--- config.mk ---
export PLATFORM = sky130hd
export DESIGN_NAME = lru_band_cache_policy
export DESIGN_NICKNAME = d
export VERILOG_FILES = /design/src/lbc_pkg.sv /design/src/lru_band_cache_policy.sv /design/src/lbc_slot_store.sv /design/src/lbc_scan.sv /design/src/lbc_seq.sv
export SDC_FILE = /design/constraint.sdc
export NUM_CORES = 1
export LEC_CHECK = 0
export BUFFER_PORTS_ARGS = -buffer_cell sky130_fd_sc_hd__buf_4
export CORE_MARGIN = 5
export CORE_UTILIZATION = 60
export DETAILED_ROUTE_END_ITERATION = 8
export GPL_ROUTABILITY_DRIVEN = 0
export PLACE_DENSITY = 0.78
export SYNTH_ARGS = -nofsm -noshare
export SYNTH_HDL_FRONTEND = slang
export SYNTH_HIERARCHICAL = 1
export SYNTH_SLANG_ARGS = --single-unit
--- constraint.sdc ---
create_clock -name aclk -period 16 [get_ports aclk]
set_input_delay 0.8 -clock aclk [delete_from_list [all_inputs] [get_ports aclk]]
set_output_delay 0.8 -clock aclk [all_outputs]
set_load 0.01 [all_outputs]
--- src/lbc_pkg.sv ---
// shared types, constants and codes of the band cache policy
`default_nettype none

package lbc_pkg;

    localparam int BAND_W         = 16;
    localparam int STAMP_W        = 16;
    localparam int SLOT_W         = 4;
    localparam int CNT_W          = 4;
    localparam int STATUS_W       = 2;
    localparam int MAX_SLOTS_DEF  = 12;
    localparam int TAG_BITS_DEF   = 16;
    localparam int APB_ADDR_W     = 3;
    localparam int APB_DATA_W     = 32;

    localparam logic [CNT_W-1:0] SLOT_COUNT_RST = 4'd12;

    // register index, taken from paddr[2]
    localparam logic REG_SLOT_COUNT = 1'b0;

    localparam logic [STATUS_W-1:0] STATUS_HIT    = 2'd0;
    localparam logic [STATUS_W-1:0] STATUS_FILL   = 2'd1;
    localparam logic [STATUS_W-1:0] STATUS_ABSENT = 2'd2;
    localparam logic [STATUS_W-1:0] STATUS_RESET  = 2'd3;

    typedef struct packed {
        logic              mode;
        logic [BAND_W-1:0] band_index;
        logic              band_present;
    } lbc_in_t;

    typedef struct packed {
        logic [STATUS_W-1:0] status;
        logic [SLOT_W-1:0]   slot;
    } lbc_out_t;

    typedef struct packed {
        logic clear;
        logic tag_we;
        logic stamp_we;
    } lbc_wr_ctl_t;

    typedef enum logic [1:0] {
        S_IDLE,
        S_SCAN,
        S_UPDATE
    } lbc_state_t;

endpackage

`default_nettype wire

--- src/lru_band_cache_policy.sv ---
// top level of the band cache policy: config register and unit wiring
//
// channel   direction  handshake          payload
// s_        in         s_valid / s_ready  lbc_in_t  (mode, band_index, band_present)
// m_        out        m_valid / m_ready  lbc_out_t (status, slot)
// apb       in         psel/penable       slot_count at byte address 0
//
// a lookup runs from idle through the scan, which ends on a hit or at the last
// active slot, to the update state that registers the result; a slot reset skips the scan
// the scan visits one slot a cycle through the shared tag and stamp compare unit
// one transaction is in work at a time; s_ready is high only while idle
// a result held by m_ready low stalls the directory update until it is taken
// reset clears every slot to empty, the stamps and clock to zero, slot_count to 12
`default_nettype none

module lru_band_cache_policy #(
    parameter int MAX_SLOTS = lbc_pkg::MAX_SLOTS_DEF,
    parameter int TAG_BITS  = lbc_pkg::TAG_BITS_DEF
) (
    input  wire                                 aclk,
    input  wire                                 aresetn,
    input  wire                                 s_valid,
    output logic                                s_ready,
    input  wire lbc_pkg::lbc_in_t               s_data,
    output logic                                m_valid,
    input  wire                                 m_ready,
    output lbc_pkg::lbc_out_t                   m_data,
    input  wire                                 psel,
    input  wire                                 penable,
    input  wire                                 pwrite,
    input  wire [lbc_pkg::APB_ADDR_W-1:0]       paddr,
    input  wire [lbc_pkg::APB_DATA_W-1:0]       pwdata,
    output logic [lbc_pkg::APB_DATA_W-1:0]      prdata,
    output logic                                pready
);

    localparam int IDX_W = $clog2(MAX_SLOTS);
    localparam logic [lbc_pkg::CNT_W:0] MAX_N = (lbc_pkg::CNT_W + 1)'(MAX_SLOTS);

    logic [lbc_pkg::CNT_W-1:0]   count_reg, count_next;
    logic [IDX_W-1:0]            last_idx;
    logic [lbc_pkg::CNT_W:0]     count_ext;
    logic                        cfg_sel;

    logic                        step;
    logic [IDX_W-1:0]            idx;
    logic [TAG_BITS-1:0]         key_tag;
    logic                        key_ok;
    logic                        hit_now;
    logic                        hit;
    logic [IDX_W-1:0]            hit_idx;
    logic [IDX_W-1:0]            victim;
    lbc_pkg::lbc_wr_ctl_t        wr_ctl;
    logic [IDX_W-1:0]            wr_idx;
    logic [TAG_BITS-1:0]         wr_tag;
    logic [lbc_pkg::STAMP_W-1:0] wr_stamp;
    logic [TAG_BITS-1:0]         rd_tag;
    logic [lbc_pkg::STAMP_W-1:0] rd_stamp;

    assign pready  = 1'b1;
    assign cfg_sel = (paddr[2] == lbc_pkg::REG_SLOT_COUNT);

    always_comb begin
        count_next = count_reg;
        if (psel && penable && pwrite && cfg_sel) begin
            count_next = pwdata[lbc_pkg::CNT_W-1:0];
        end
    end

    always_ff @(posedge aclk) begin
        if (!aresetn) begin
            count_reg <= lbc_pkg::SLOT_COUNT_RST;
        end else begin
            count_reg <= count_next;
        end
    end

    assign prdata = cfg_sel ? lbc_pkg::APB_DATA_W'(count_reg) : '0;

    // active slot count clamped to 2..MAX_SLOTS, as a last index
    assign count_ext = {1'b0, count_reg};

    always_comb begin
        priority if (count_ext < (lbc_pkg::CNT_W + 1)'(2)) begin
            last_idx = IDX_W'(1);
        end else if (count_ext > MAX_N) begin
            last_idx = IDX_W'(MAX_N - 1'b1);
        end else begin
            last_idx = IDX_W'(count_ext - 1'b1);
        end
    end

    lbc_seq #(
        .MAX_SLOTS (MAX_SLOTS),
        .TAG_BITS  (TAG_BITS)
    ) u_seq (
        .aclk     (aclk),
        .aresetn  (aresetn),
        .s_valid  (s_valid),
        .s_ready  (s_ready),
        .s_data   (s_data),
        .m_valid  (m_valid),
        .m_ready  (m_ready),
        .m_data   (m_data),
        .last_idx (last_idx),
        .hit_now  (hit_now),
        .hit      (hit),
        .hit_idx  (hit_idx),
        .victim   (victim),
        .step     (step),
        .idx      (idx),
        .key_tag  (key_tag),
        .key_ok   (key_ok),
        .wr_ctl   (wr_ctl),
        .wr_idx   (wr_idx),
        .wr_tag   (wr_tag),
        .wr_stamp (wr_stamp)
    );

    lbc_scan #(
        .MAX_SLOTS (MAX_SLOTS),
        .TAG_BITS  (TAG_BITS)
    ) u_scan (
        .aclk     (aclk),
        .aresetn  (aresetn),
        .step     (step),
        .idx      (idx),
        .rd_tag   (rd_tag),
        .rd_stamp (rd_stamp),
        .key_tag  (key_tag),
        .key_ok   (key_ok),
        .hit_now  (hit_now),
        .hit      (hit),
        .hit_idx  (hit_idx),
        .victim   (victim)
    );

    lbc_slot_store #(
        .MAX_SLOTS (MAX_SLOTS),
        .TAG_BITS  (TAG_BITS)
    ) u_store (
        .aclk     (aclk),
        .aresetn  (aresetn),
        .wr_ctl   (wr_ctl),
        .wr_idx   (wr_idx),
        .wr_tag   (wr_tag),
        .wr_stamp (wr_stamp),
        .rd_idx   (idx),
        .rd_tag   (rd_tag),
        .rd_stamp (rd_stamp)
    );

endmodule

`default_nettype wire

--- src/lbc_slot_store.sv ---
// slot tag and stamp storage, one read and one write address
`default_nettype none

module lbc_slot_store #(
    parameter int MAX_SLOTS = lbc_pkg::MAX_SLOTS_DEF,
    parameter int TAG_BITS  = lbc_pkg::TAG_BITS_DEF
) (
    input  wire                                 aclk,
    input  wire                                 aresetn,
    input  wire lbc_pkg::lbc_wr_ctl_t           wr_ctl,
    input  wire [$clog2(MAX_SLOTS)-1:0]         wr_idx,
    input  wire [TAG_BITS-1:0]                  wr_tag,
    input  wire [lbc_pkg::STAMP_W-1:0]          wr_stamp,
    input  wire [$clog2(MAX_SLOTS)-1:0]         rd_idx,
    output logic [TAG_BITS-1:0]                 rd_tag,
    output logic [lbc_pkg::STAMP_W-1:0]         rd_stamp
);

    logic [TAG_BITS-1:0]         tag_reg   [MAX_SLOTS];
    logic [lbc_pkg::STAMP_W-1:0] stamp_reg [MAX_SLOTS];

    always_ff @(posedge aclk) begin
        if (!aresetn || wr_ctl.clear) begin
            for (int i = 0; i < MAX_SLOTS; i++) begin
                tag_reg[i]   <= '1;
                stamp_reg[i] <= '0;
            end
        end else begin
            if (wr_ctl.tag_we) begin
                tag_reg[wr_idx] <= wr_tag;
            end
            if (wr_ctl.stamp_we) begin
                stamp_reg[wr_idx] <= wr_stamp;
            end
        end
    end

    assign rd_tag   = tag_reg[rd_idx];
    assign rd_stamp = stamp_reg[rd_idx];

endmodule

`default_nettype wire

--- src/lbc_scan.sv ---
// shared compare unit: tag match and oldest stamp, one slot a cycle while step is high
`default_nettype none

module lbc_scan #(
    parameter int MAX_SLOTS = lbc_pkg::MAX_SLOTS_DEF,
    parameter int TAG_BITS  = lbc_pkg::TAG_BITS_DEF
) (
    input  wire                                 aclk,
    input  wire                                 aresetn,
    input  wire                                 step,
    input  wire [$clog2(MAX_SLOTS)-1:0]         idx,
    input  wire [TAG_BITS-1:0]                  rd_tag,
    input  wire [lbc_pkg::STAMP_W-1:0]          rd_stamp,
    input  wire [TAG_BITS-1:0]                  key_tag,
    input  wire                                 key_ok,
    output logic                                hit_now,
    output logic                                hit,
    output logic [$clog2(MAX_SLOTS)-1:0]        hit_idx,
    output logic [$clog2(MAX_SLOTS)-1:0]        victim
);

    localparam int IDX_W = $clog2(MAX_SLOTS);

    logic                        hit_reg, hit_next;
    logic [IDX_W-1:0]            hit_idx_reg, hit_idx_next;
    logic [IDX_W-1:0]            victim_reg, victim_next;
    logic [lbc_pkg::STAMP_W-1:0] min_reg, min_next;
    logic                        first;

    assign hit_now = key_ok && (rd_tag == key_tag);
    assign first   = (idx == '0);

    always_comb begin
        hit_next     = hit_reg;
        hit_idx_next = hit_idx_reg;
        victim_next  = victim_reg;
        min_next     = min_reg;
        if (step) begin
            if (hit_now) begin
                hit_next     = 1'b1;
                hit_idx_next = idx;
            end else if (first) begin
                hit_next = 1'b0;
            end
            if (first || (rd_stamp < min_reg)) begin
                min_next    = rd_stamp;
                victim_next = idx;
            end
        end
    end

    always_ff @(posedge aclk) begin
        if (!aresetn) begin
            hit_reg <= 1'b0;
        end else begin
            hit_reg <= hit_next;
        end
        hit_idx_reg <= hit_idx_next;
        victim_reg  <= victim_next;
        min_reg     <= min_next;
    end

    assign hit     = hit_reg;
    assign hit_idx = hit_idx_reg;
    assign victim  = victim_reg;

endmodule

`default_nettype wire

--- src/lbc_seq.sv ---
// sequencer: item capture, slot scan, directory update and result register
`default_nettype none

module lbc_seq #(
    parameter int MAX_SLOTS = lbc_pkg::MAX_SLOTS_DEF,
    parameter int TAG_BITS  = lbc_pkg::TAG_BITS_DEF
) (
    input  wire                                 aclk,
    input  wire                                 aresetn,
    input  wire                                 s_valid,
    output logic                                s_ready,
    input  wire lbc_pkg::lbc_in_t               s_data,
    output logic                                m_valid,
    input  wire                                 m_ready,
    output lbc_pkg::lbc_out_t                   m_data,
    input  wire [$clog2(MAX_SLOTS)-1:0]         last_idx,
    input  wire                                 hit_now,
    input  wire                                 hit,
    input  wire [$clog2(MAX_SLOTS)-1:0]         hit_idx,
    input  wire [$clog2(MAX_SLOTS)-1:0]         victim,
    output logic                                step,
    output logic [$clog2(MAX_SLOTS)-1:0]        idx,
    output logic [TAG_BITS-1:0]                 key_tag,
    output logic                                key_ok,
    output lbc_pkg::lbc_wr_ctl_t                wr_ctl,
    output logic [$clog2(MAX_SLOTS)-1:0]        wr_idx,
    output logic [TAG_BITS-1:0]                 wr_tag,
    output logic [lbc_pkg::STAMP_W-1:0]         wr_stamp
);

    localparam int IDX_W = $clog2(MAX_SLOTS);

    lbc_pkg::lbc_state_t         state_reg, state_next;
    logic [IDX_W-1:0]            idx_reg, idx_next;
    logic                        mode_reg, mode_next;
    logic                        present_reg, present_next;
    logic [TAG_BITS-1:0]         tag_reg, tag_next;
    logic [lbc_pkg::STAMP_W-1:0] clock_reg, clock_next;
    logic                        m_valid_reg, m_valid_next;
    lbc_pkg::lbc_out_t           m_data_reg, m_data_next;

    logic                        accept;
    logic                        out_free;
    logic                        scan_done;
    logic [lbc_pkg::STAMP_W-1:0] clock_inc;

    assign accept    = s_valid && s_ready;
    assign out_free  = !m_valid_reg || m_ready;
    assign scan_done = hit_now || (idx_reg == last_idx);
    assign clock_inc = clock_reg + 1'b1;
    assign key_ok    = (tag_reg != '1);
    assign key_tag   = tag_reg;
    assign idx       = idx_reg;

    // next state
    always_comb begin
        state_next = state_reg;
        unique case (state_reg)
            lbc_pkg::S_IDLE: begin
                if (s_valid) begin
                    state_next = s_data.mode ? lbc_pkg::S_UPDATE : lbc_pkg::S_SCAN;
                end
            end
            lbc_pkg::S_SCAN: begin
                if (scan_done) begin
                    state_next = lbc_pkg::S_UPDATE;
                end
            end
            lbc_pkg::S_UPDATE: begin
                if (out_free) begin
                    state_next = lbc_pkg::S_IDLE;
                end
            end
            default: state_next = lbc_pkg::S_IDLE;
        endcase
    end

    // outputs and datapath
    always_comb begin
        s_ready      = 1'b0;
        step         = 1'b0;
        wr_ctl       = '0;
        wr_idx       = victim;
        wr_tag       = tag_reg;
        wr_stamp     = clock_inc;
        idx_next     = idx_reg;
        mode_next    = mode_reg;
        present_next = present_reg;
        tag_next     = tag_reg;
        clock_next   = clock_reg;
        m_data_next  = m_data_reg;
        m_valid_next = m_valid_reg && !m_ready;
        unique case (state_reg)
            lbc_pkg::S_IDLE: begin
                s_ready = 1'b1;
                if (accept) begin
                    idx_next     = '0;
                    mode_next    = s_data.mode;
                    present_next = s_data.band_present;
                    tag_next     = TAG_BITS'(s_data.band_index);
                end
            end
            lbc_pkg::S_SCAN: begin
                step = 1'b1;
                if (!scan_done) begin
                    idx_next = idx_reg + 1'b1;
                end
            end
            lbc_pkg::S_UPDATE: begin
                if (out_free) begin
                    m_valid_next = 1'b1;
                    if (mode_reg) begin
                        wr_ctl.clear       = 1'b1;
                        clock_next         = '0;
                        m_data_next.status = lbc_pkg::STATUS_RESET;
                        m_data_next.slot   = '0;
                    end else if (hit) begin
                        wr_ctl.stamp_we    = 1'b1;
                        wr_idx             = hit_idx;
                        clock_next         = clock_inc;
                        m_data_next.status = lbc_pkg::STATUS_HIT;
                        m_data_next.slot   = lbc_pkg::SLOT_W'(hit_idx);
                    end else if (present_reg && key_ok) begin
                        wr_ctl.tag_we      = 1'b1;
                        wr_ctl.stamp_we    = 1'b1;
                        clock_next         = clock_inc;
                        m_data_next.status = lbc_pkg::STATUS_FILL;
                        m_data_next.slot   = lbc_pkg::SLOT_W'(victim);
                    end else begin
                        wr_ctl.tag_we      = 1'b1;
                        wr_tag             = '1;
                        m_data_next.status = lbc_pkg::STATUS_ABSENT;
                        m_data_next.slot   = lbc_pkg::SLOT_W'(victim);
                    end
                end
            end
            default: begin
                s_ready = 1'b0;
            end
        endcase
    end

    always_ff @(posedge aclk) begin
        if (!aresetn) begin
            state_reg   <= lbc_pkg::S_IDLE;
            clock_reg   <= '0;
            m_valid_reg <= 1'b0;
        end else begin
            state_reg   <= state_next;
            clock_reg   <= clock_next;
            m_valid_reg <= m_valid_next;
        end
        idx_reg     <= idx_next;
        mode_reg    <= mode_next;
        present_reg <= present_next;
        tag_reg     <= tag_next;
        m_data_reg  <= m_data_next;
    end

    assign m_valid = m_valid_reg;
    assign m_data  = m_data_reg;

endmodule

`default_nettype wire
==> Word level (Yosys, flattened, before mapping) <==
Memories as Yosys holds them, arrays and structs flattened. A register that Yosys moved wholly into a read port is not among the register bits.
Index checks and enable logic that the tools add are counted.
{ "totals": {"ff_bits": 76, "latch_bits": 0, "mem_bits_rw": 384, "rom_bits": 0, "inputBits": 60, "out_inout_bits": 41, "elab_cells": 116, "memories": 2} }
{ "mem_list": {"columns": ["name", "words", "width", "rd", "rd_ports_with_merged_regs", "wr", "line", "text"], "rows": [
  ["u_store.stamp_reg", 12, 16, 1, 1, 12, "lbc_slot_store.sv:20", "logic [lbc_pkg::STAMP_W-1:0] stamp_reg [MAX_SLOTS];"],
  ["u_store.tag_reg", 12, 16, 1, 1, 12, "lbc_slot_store.sv:19", "logic [TAG_BITS-1:0] tag_reg [MAX_SLOTS];"]
]} }
{ "op_classes": {"n_addsub": 3, "multipliers": 0, "div_mod_pow": 0, "magnitude_cmp": 3, "eq_ne": 10, "shifts": 0, "n_mux": 54, "bitwise": 1, "n_reduce_logical": 29} }
{ "ops": {"columns": ["op", "count"], "rows": [
  ["$mux 16", 10],
  ["$mux 4", 13],
  ["$reduce_or 16->1", 2],
  ["$mux 1", 20],
  ["$add 16x1->16 const B", 1],
  ["$eq 16x16->1", 1],
  ["$lt 16x16->1", 1],
  ["$ne 16x16->1 const B", 1],
  ["$mux 6", 2],
  ["$mux 2", 5],
  ["$reduce_and 2->1", 5],
  ["$reduce_and 3->1", 3],
  ["$pmux 4 s2", 1],
  ["$logic_and 1x1->1", 7],
  ["$mux 3", 2],
  ["$ne 2x1->1 const B", 3],
  ["$pmux 2 s3", 1],
  ["$add 4x1->4 const B", 1],
  ["$eq 4x4->1", 1],
  ["$gt 4x4->1 const B", 1],
  ["$logic_not 4->1", 1],
  ["$logic_or 1x1->1", 4],
  ["$lt 4x2->1 const B", 1],
  ["$ne 2x2->1 const B", 2],
  ["8 further kinds", 11]
]} }

==> Depth between registers and ports, before layout <==
Gate-level depths: netlist (run 1).
{ "logic_depth": {"ltp_word": 12, "mapped_depth": 12, "depth_no_buf": 10} }

==> By module <==
The synthesis (run 1) kept the hierarchy.
{ "by_module_without_submodules": {"columns": ["module", "instances", "cells_per_inst", "area_each_um2", "seq_area_each_um2"], "rows": [
  ["lbc_slot_store", 1, 1413, 21560.7, 15374.7],
  ["lbc_seq", 1, 223, 2324.7, 1221.2],
  ["lbc_scan", 1, 110, 1360.1, 740.7],
  ["lru_band_cache_policy", 1, 64, 489.2, 80.1]
]} }

==> Worst setup path before layout (run 1) <==
Ideal clock, no wire load.
{ "synth_path": {"path_kind": "reg-to-reg", "from": "reg u_seq.idx_reg[0] (netlist: u_seq/idx[0])", "to": "reg u_scan/min_reg[0] (netlist name) (enable)", "arrival_time_ns": 4.559, "required_ns": 15.546, "path_slack_ns": 10.987, "stages_incl_launch_ff": 11, "synth_period_minus_slack_ns": 5.013, "cell_sequence": "edfxtp_1 -> buf_2 -> buf_2 -> mux4_2 -> a22oi_1 -> nand2_1 -> ha_1 -> a21oi_1 -> a31o_2 -> a21oi_1 -> o41ai_1"} }
{ "synth_via": {"elab_chain_cells": 3} }
{ "synth_rtl": {"columns": ["item", "line", "text"], "rows": [
  ["from (decl)", "lbc_seq.sv:34", "logic [IDX_W-1:0] idx_reg, idx_next;"],
  ["from (signal assigned)", "lbc_seq.sv:153", "idx_reg <= idx_next;"],
  ["$logic_not 4->1", "lbc_scan.sv:31", "assign first = (idx == '0);"],
  ["$logic_or 1x1->1", "lbc_scan.sv:45", "if (first || (rd_stamp < min_reg)) begin"],
  ["$reduce_and 2->1 (no line)", null, null],
  ["to (signal assigned)", "lbc_scan.sv:60", "min_reg <= min_next;"],
  ["to (decl)", "lbc_scan.sv:27", "logic [lbc_pkg::STAMP_W-1:0] min_reg, min_next;"]
]} }
Every way passes these cells.
A chain may end at the register's enable or synchronous reset.

==> Worst setup path in the final report (run 1) <==
{ "layout_path": {"from": "reg u_seq.idx_reg[0] (netlist: u_seq/idx[0])", "to": "reg u_seq.idx_reg[1] (netlist: u_seq/idx[1]) (enable)"} }
{ "layout_via": {"elab_chain_cells": 4} }
{ "layout_rtl": {"columns": ["item", "line", "text"], "rows": [
  ["$eq 4x4->1", "lbc_seq.sv:49", "assign scan_done = hit_now || (idx_reg == last_idx);"],
  ["$logic_or 1x1->1", "lbc_seq.sv:49", null],
  ["$ne 2x2->1 (no line)", null, null],
  ["$reduce_and 3->1 (no line)", null, null]
]} }
Every way passes these cells.

==> impl_metrics.csv, run 1 <==
group,metric,value,unit
status,status,"finished clean",
grt,grt_usage,0.267,
route,post_drt_wl_per_cell,25.6,um
setup_path,regToRegSetupSlack,11.05,ns
sta,finalSetupViolations,0,
setup_path,r2r_start,"u_seq/idx[0]",
grt,antenna_found_initial,0,
sta,finalSetupTns,0,ns
logic_synthesis,synth_cell_types,54,
sta,hold_viol,0,
cts,post_cts_buffers,0,
cts,cts_tree,"yes",
route,vias,15600,
floorplan,core-area,42200,um2
setup_path,slowest_stage,"nor4_1",
sta,rsz0062_at_grt,"no",
logic_synthesis,synth_top_area_cell,"edfxtp_1",
grt,grt_most_used_layer,"met2",
setup_path,crit_top_cell,"nand2_1",
logic_synthesis,synth.avg_cell_area,14.2,um2
grt,grtUsageMet1,0.348,
setup_path,path_cells,"buf_12 -> buf_4 -> mux4_2 -> a22oi_1 -> nand2_1 -> xor2_1 -> nor4_1 -> nand2_1 -> nor3_1 -> a41o_1 -> o21ai_0",
floorplan,dieArea,47100,um2
sta,tightest_slew,1.29,ns
route,antenna_left,0,
cts,cts_root_buf,"clkbuf_16",
sta,fin_crit,4.95,ns
setup_path,cp.arrival,5.22,ns
sta,drv_slew,0,
cts,cts_buffers,54,
cts,cts_sinks,588,
cts,holdBufCountCts,0,
setup_path,r2r_cells,11,
cts,h-tree-depth,2,
logic_synthesis,synthArstFlopShare,0,
setup_path,cp_max_fo,103,
logic_synthesis,ys_warn_count,6,
cells_and_area,nNetsFinal,1917,
grt,grt_pass1_wl,94600,um
setup_path,r2r-end,"u_seq/idx[1]",
hold_path,hold_depth,1,
route,drt_iter0_drc,2035,
cells_and_area,drive_gt1_frac,0.200,
logic_synthesis,synth_edf_count,564,
floorplan,start_util,0.609,
setup_path,cp_slowest_stage_delay,0.84,ns
cts,cts.path.max_buffers,3,
placed_design,dp_hpwl,35100,um
power,p_leak,0.00872,uW
floorplan,ioPinCount,101,
cts,worstSkewPairLatency,0.60,ns
grt,overflow,0,
setup_path,start_kind,"register",
logic_synthesis,synth_top_area_frac,0.658,
power,vdd_drop_max,0.113,mV
cells_and_area,diodes,0,
sta,relSlewSlack,0.143,
logic_synthesis,syn-cell-area,25700,um2
logic_synthesis,synthCells,1810,
route,routed_via_density,6.43,
floorplan,fp.dieW,217,um
route,routed_wl,62100,um
sta,hold_slack,0.388,ns
logic_synthesis,ys_seq_area_frac,0.677,
placed_design,portBuffers,41,
logic_synthesis,netlist_top_cells_area,"edfxtp_1 (66%), mux4_2 (11%), nand2_1 (4.6%), nor2_1 (4.2%), a22oi_1 (2.1%)",
sta,min_period_over_period,0.309,
hold_path,hold_class,"input port to register",
sta,fmax,202,MHz
job,drv_cap,0,
cts,clk_pin_slew,0.06,ns
logic_synthesis,ys_ff_latch,588,
setup_path,cp_data_required_time,16.27,ns
hold_path,hold_start,"s_data[1]",
grt,grt_use_met3,0.0436,
route,dr.pass1.iters,8,
sta,fin_skew,0.0219,ns
cells_and_area,area_growth_syn_to_layout,10.6,%
floorplan,die_y,217,um
setup_path,critPathTopFamily,"simple AND/OR/NAND/NOR gates",
setup_path,setup.worst_path.end_class,"register",
floorplan,rows,75,
power,powerDensity,120,nW/um2
hold_path,holdPathEnd,"u_seq/key_tag[0]",
setup_path,critPathKind,"register to register",
grt,grt_pass1_vias,16100,
setup_path,worst-path-buf-inv,2,
grt,gr-usage-met2,0.450,
grt,grt_max_degree,135,
logic_synthesis,synth_flop_cell,"edfxtp_1",
route,drc,0,
cts,cts_resized,0,
-- metal layers --
metal  vias up  wire, um
li1       6700         -
met1      7750     22000
met2       925     31300
met3       190      5840
met4         0      2960
met5         -         0
-- cell usage in the layout (no fill, tap or decap), types with 11 or more instances in the layout --
cell	count
nor2_1	285
nand4_1	13
nor2b_1	16
mux4_2	128
edfxtp_1	564
dfxtp_1	24
ha_1	18
nand2_1	317
or2_2	23
clkbuf_16	54
conb_1	29
a22oi_1	72
o21ai_0	14
o21ai_2	24
xor2_1	20
clkinv_2	11
clkbuf_1	11
buf_4	85
nand3_1	15
inv_1	27
-- synth_stat cells (all sizes together) (9+ instances only) --
library cell and instances:
edfxtp 564, nand2 317, nor2 291, mux4 128, buf 88, a22oi 72, clkbuf 53, o21ai 38
inv 27, dfxtp 24, or2 23, xor2 20, nand3 19, nor2b 19, ha 18, nand4 14
xnor2 10, nor4 9
-- cells by family (layout without fill, tap and decap cells) --
group	count (synthesis)	after routing	share of synthesized area
buf+inv	168	214	0.0319
xor+xnor	30	30	0.0102
fa+ha+maj	18	18	0.00875
flops	588	588	0.677
mux	138	138	0.116
compound gates	141	141	0.0380
simple gates	725	725	0.118
other cells	2	29	0.000292
-- through the flow --
| step | utilization | instance area (um2) | total power [uW] | setup WS [ns] | cells |
|---|---|---|---|---|---|
| floorplan | - | 25800 | 2010 | 10.99 | 1837 |
| global placement | 0.631 | 26600 | 2120 | 11.05 | 2322 |
| detailed placement | 0.631 | 26600 | 2130 | 10.94 | 2322 |
| CTS | 0.674 | 28500 | 3430 | 10.92 | 2422 |
| global route | 0.674 | 28500 | 3530 | 10.70 | 2422 |
| finish | 0.674 | 28500 | 3420 | 11.05 | 2422 |
-- how the worst max path moves through the flow --
stage | cells past startpoint | from | end
2_1_floorplan | 10 | u_seq/idx[0] | u_scan/min_reg[0]
3_3_place_gp | 11 | u_seq/idx[0] | u_seq/idx[0]
3_5_place_dp | 11 | u_seq/idx[0] | u_seq/idx[0]
4_1_cts | 11 | u_seq/idx[0] | u_seq/idx[1]
5_1_grt | 11 | u_seq/idx[0] | u_seq/idx[1]
6_report | 11 | u_seq/idx[0] | u_seq/idx[1]
-- area by class of cell --
| class | instances | area, um2 |
|---|---|---|
| Multi-Input combinational cell | 1081 | 7760 |
| Fill cell | 2840 | 13800 |
| Clock buffer | 65 | 1390 |
| Clock inverter | 35 | 432 |
| Tap cell | 539 | 674 |
| Sequential cell | 588 | 17400 |
| Inverter | 27 | 101 |
| Timing Repair Buffer | 87 | 678 |
-- where the power goes --
part           internal [uW]  total (uW)  switching, uW
clock                    769        1320            555
sequential              1730        1750           18.7
combinational            125         352            227
total                   2620        3420            800
No activity file was read; power rests on OpenSTA's default activity.
==> inputs of run 2 (changes only) <==
clock period = 4.6 ns   (was 16 ns; I/O delays follow)
==> run 2 against run 1 <==
Net effect:
- worst hold slack got worse by 0.055 ns
- critical path depth decreased by 2
- critical endpoint is now u_scan/min_reg[2]
- cell area rose by 2.3%
- global-route usage up 1.4 points
- power grew to 3.5 times the previous value
- register-to-register slack got worse by 11 ns
- non-clock buffer count grew 51
- worst setup slack got worse by 11 ns
- routed wire length up 5.3%
- via count grew 2.7%
- sequential share of layout area fell by 1.4 points
- count of clock-buffer cells in the layout grew 10
==> impl_metrics.csv, run 2 (synthesis gave the netlist of run 1 again) <==
group,metric,value,unit
status,status,"finished clean",
setup_path,path_cells,"buf_12 -> mux4_2 -> a22oi_1 -> nand2_1 -> ha_1 -> a2111oi_2 -> o31ai_1 -> o41ai_4 -> buf_4",
setup_path,critPathTopFamily,"compound AO/OA/AOI/OAI gates",
sta,fmax,235,MHz
power,p_leak,0.00903,uW
floorplan,die_y,217,um
route,dr.pass1.iters,6,
cells_and_area,layout_common_cells,"edfxtp_1 (564), nand2_1 (317), nor2_1 (286), mux4_2 (128), buf_4 (97)",
floorplan,fp.dieW,217,um
cells_and_area,drive_gt1_frac,0.203,
setup_path,regToRegSetupSlack,0.34,ns
setup_path,slowest_stage,"edfxtp_1",
cts,cts_buffers,58,
sta,drv_slew,0,
floorplan,core-area,42200,um2
power,powerDensity,417,nW/um2
grt,grt_pass1_vias,16500,
route,routed_via_density,6.44,
floorplan,start_util,0.609,
cells_and_area,area_growth_syn_to_layout,13.1,%
cells_and_area,stdcell_count,2482,
cts,cts.path.max_buffers,3,
hold_path,hold_class,"input port to register",
grt,grt_pass1_wl,98800,um
power,power,12100,uW
placed_design,dp_hpwl,37500,um
route,routed_wl,65400,um
floorplan,ioPinCount,101,
cts,cts_root_buf,"clkbuf_16",
cts,h-tree-depth,2,
route,vias,16000,
cts,cts_sinks,588,
setup_path,cp.arrival,4.57,ns
sta,hold_viol,0,
route,antenna_left,0,
sta,relSlewSlack,0.172,
setup_path,start_kind,"register",
cells_and_area,diodes,0,
sta,fin_skew,0.0251,ns
cts,clk_pin_slew,0.06,ns
sta,tightest_slew,1.24,ns
sta,finalSetupViolations,0,
grt,antenna_found_initial,0,
placed_design,portBuffers,41,
setup_path,cp_data_required_time,4.91,ns
cells_and_area,final_util,0.690,
cts,cts_tree,"yes",
floorplan,rows,75,
setup_path,path_depth,9,
setup_path,worst-path-buf-inv,2,
hold_path,hold_depth,2,
setup_path,r2r_cells,9,
floorplan,dieArea,47100,um2
placed_design,place_inst,2344,
grt,overflow,0,
grt,grt_max_degree,71,
setup_path,cp_slowest_stage_delay,0.79,ns
grt,grt_usage,0.280,
job,drv_cap,0,
sta,fin_crit,4.26,ns
sta,rsz0062_at_grt,"no",
setup_path,setup.worst_path.end_class,"register",
sta,min_period_over_period,0.927,
power,vdd_drop_max,0.309,mV
cts,worstSkewPairLatency,0.63,ns
route,drc,0,
setup_path,critPathKind,"register to register",
route,post_drt_wl_per_cell,26.4,um
sta,finalSetupTns,0,ns
cells_and_area,nNetsFinal,1972,
setup_path,cp_max_fo,34,
cells_and_area,final_common_cell,"edfxtp_1",
route,drt_iter0_drc,2144,
==> run 2: cell types whose count changed in the layout (fill, tap and decap cells not counted), moves of 5 or more <==
cell           delta
buf_12           +10
buf_4            +12
clkbuf_16         +7
clkinv_1          +9
clkinv_2          -5
dlygate4sd3_1    +29
==> run 2: where the power goes <==
part	internal, uW	switching (uW)	total [uW]
registers	6020	70.4	6090
logic	490	826	1320
clock network	2750	1990	4740
total	9260	2890	12100
==> run 2: path summary, 6_finish.rpt <==
kind,from,to
worst max register to register,u_seq/idx[0],u_scan/min_reg[2]
worst min register to register,u_seq/clock_reg[9],u_seq/clock_reg[9]
worst min-delay path,s_data[9],u_seq/key_tag[8]
worst max-delay path,u_seq/idx[0],u_scan/min_reg[2]
==> run 2: timing repair <==
action | in CTS | in global routing
hold buffers | 29 | 0
setup endpoints to repair | 0 | 0
setup buffers | 0 | 0
hold endpoints to repair | 25 | 0
resized for setup | 0 | 0
==> run 2: stage by stage <==
stage          instance area [um2]  setup WS [ns]  hold WS, ns
2_1_floorplan                25800          0.529        0.292
3_3_place_gp                 26900          0.462        0.410
3_5_place_dp                 26900          0.412        0.409
4_1_cts                      29100          0.368        0.313
5_1_grt                      29100          0.193        0.326
6_report                     29100          0.337        0.333
==> run 2: area by class of cell <==
type	instances	area [um2]
clock inverter	34	323
fill	2752	13100
timing repair buffer	138	1260
sequential	588	17400
multi-input combinational	1081	7760
clock buffer	75	1580
tap	539	674
inverter	27	101
==> run 2: per-layer routing <==
| metal | vias to the layer above | part of all wire | track usage |
|---|---|---|---|
| li1 | 6818 | - | - |
| met1 | 7911 | 0.34 | 0.353 |
| met2 | 1039 | 0.50 | 0.477 |
| met3 | 224 | 0.10 | 0.0566 |
| met4 | 0 | 0.051 | 0.124 |
| met5 | - | 0 | 0 |
==> inputs of run 3 (changes only) <==
CELL_PAD_IN_SITES_DETAIL_PLACEMENT = 1   (was unset)
CELL_PAD_IN_SITES_GLOBAL_PLACEMENT = 1   (was unset)
CORE_UTILIZATION = 56   (was 60)
PLACE_DENSITY = unset   (was 0.78)
PLACE_DENSITY_LB_ADDON = 0.1   (was unset)
clock period = 5.25 ns   (was 4.6 ns; I/O delays follow)
==> run 3 against run 2 <==
Net effect:
- core utilization is 5.2 points lower
- non-clock buffer count is 15 lower
- global-route usage is 1.5 points higher
- count of clock-buffer cells in the layout is 2 lower
- sequential power is 12% lower
- critical path depth is 1 higher
- sequential share of layout area is 0.43 points higher
==> impl_metrics.csv, run 3 (synthesis gave the netlist of run 1 again) <==
group,metric,value,unit
status,status,"finished clean",
hold_path,hold_depth,3,
placed_design,place_inst,2392,
floorplan,rows,78,
setup_path,slowest_stage,"and2_1",
setup_path,regToRegSetupSlack,1.02,ns
sta,drv_slew,0,
grt,overflow,0,
route,post_drt_wl_per_cell,29.3,um
sta,finalSetupViolations,0,
sta,fmax,236,MHz
sta,finalSetupTns,0,ns
sta,fin_crit,4.23,ns
grt,grt_max_degree,71,
cts,h-tree-depth,2,
setup_path,cp.arrival,4.58,ns
route,routed_wl,74200,um
sta,relSlewSlack,0.0690,
floorplan,core-area,45400,um2
cells_and_area,final_common_cell,"edfxtp_1",
floorplan,ioPinCount,101,
cells_and_area,stdcell_count,2532,
power,powerDensity,364,nW/um2
power,p_leak,0.00892,uW
sta,hold_slack,0.0539,ns
sta,hold_viol,0,
grt,grt_usage,0.296,
cts,cts_root_buf,"clkbuf_16",
power,power,10500,uW
cells_and_area,area_growth_syn_to_layout,12.3,%
route,dr.pass1.iters,7,
setup_path,r2r-end,"u_scan/victim[2]",
cts,worstSkewPairLatency,0.63,ns
cts,cts.path.max_buffers,3,
floorplan,die_y,224,um
setup_path,cp_max_fo,20,
cts,cts_sinks,588,
route,drc,0,
job,drv_cap,0,
cells_and_area,final_util,0.637,
setup_path,r2r_start,"u_seq/idx[2]",
setup_path,path_cells,"and2_1 -> buf_4 -> a22oi_1 -> nand2_1 -> ha_1 -> nand4_1 -> or3_1 -> o31ai_1 -> o41ai_2 -> buf_4",
cts,cts_resized,0,
setup_path,crit_top_cell,"buf_4",
cells_and_area,drive_gt1_frac,0.201,
sta,tightest_slew,1.40,ns
hold_path,holdPathEnd,"u_seq/state_reg[1]",
setup_path,critPathTopFamily,"simple AND/OR/NAND/NOR gates",
cts,cts_buffers,59,
cts,cts_tree,"yes",
setup_path,setup.worst_path.end_class,"register",
power,vdd_drop_max,0.293,mV
cts,holdBufCountCts,27,
cts,clk_pin_slew,0.06,ns
sta,rsz0062_at_grt,"no",
sta,fin_skew,0.0206,ns
sta,min_period_over_period,0.806,
setup_path,start_kind,"register",
floorplan,start_util,0.567,
route,antenna_left,0,
grt,grt_pass1_wl,110000,um
grt,grt_pass1_vias,17400,
cells_and_area,layout_common_cells,"edfxtp_1 (564), nand2_1 (317), nor2_1 (286), mux4_2 (128), buf_4 (91)",
setup_path,critPathKind,"register to register",
setup_path,worst-path-buf-inv,2,
floorplan,dieArea,50300,um2
cells_and_area,nNetsFinal,1958,
grt,antenna_found_initial,1,
floorplan,fp.dieW,224,um
route,vias,15900,
hold_path,hold_start,"aresetn",
setup_path,cp_data_required_time,5.60,ns
setup_path,r2r_cells,10,
route,drt_iter0_drc,1664,
setup_path,cp_slowest_stage_delay,1.15,ns
placed_design,dp_hpwl,43600,um
route,routed_via_density,6.29,
hold_path,hold_class,"input port to register",
placed_design,portBuffers,41,
cts,post_cts_buffers,0,
cells_and_area,fillers,4222,
-- run 3: cell count changes in the layout (fill, tap and decap cells not counted), moves of 4 or more --
| cell | delta |
|---|---|
| clkinv_2 | +10 |
| buf_4 | -6 |
| buf_12 | -7 |
| clkbuf_8 | +4 |
| clkbuf_1 | -4 |
-- run 3: power by group --
part / internal, uW / leakage [uW] / switching, uW
clock: 2260 / 0.000911 / 1790
combinational: 406 / 0.00279 / 745
sequential: 5270 / 0.00522 / 63.6
-- run 3: metal layers --
metal	routed length (um)	track usage	up-vias
li1	-	-	6787
met1	27400	0.377	8317
met2	39000	0.526	682
met3	4960	0.0359	148
met4	2830	0.109	0
met5	0	0	-
-- run 3: final cells by class --
type / count / area, um2 / share of cell area
Antenna cell: 1 / 2.50 / 0.0000866
Clock buffer: 73 / 1570 / 0.0543
Clock inverter: 39 / 264 / 0.00913
Inverter: 27 / 101 / 0.00351
Multi-Input combinational cell: 1081 / 7750 / 0.268
Sequential cell: 588 / 17400 / 0.602
Tap cell: 600 / 751 / 0.0260
Timing Repair Buffer: 123 / 1050 / 0.0364
-- run 3: worst max-delay path by stage --
stage                          start                 endpoint  slack (ns)  cells past startpoint
global placement        u_seq/idx[2]         u_scan/victim[3]        1.30                     10
detailed placement      u_seq/idx[2]         u_scan/victim[3]        1.17                     10
CTS                     u_seq/idx[2]         u_scan/victim[3]        1.11                     10
global route        u_seq/key_tag[5]  u_store/stamp_reg[0][9]        0.95                      6
finish                  u_seq/idx[2]         u_scan/victim[2]        1.02                     10
floorplan               u_seq/idx[0]        u_scan/min_reg[0]        0.24                     10
-- run 3: stage by stage --
step	cell area (um2)	worst slack, ns
after floorplan	25800	0.237
after global placement	26800	1.30
after detailed placement	26800	1.17
after CTS	28900	1.11
after global routing	28900	0.954
final	28900	1.02
-- run 3: worst min-delay path, delay by kind of cell --
family | cells | cell delay [ns]
buf+inv | 1 | 0.22
simple gates | 2 | 0.14
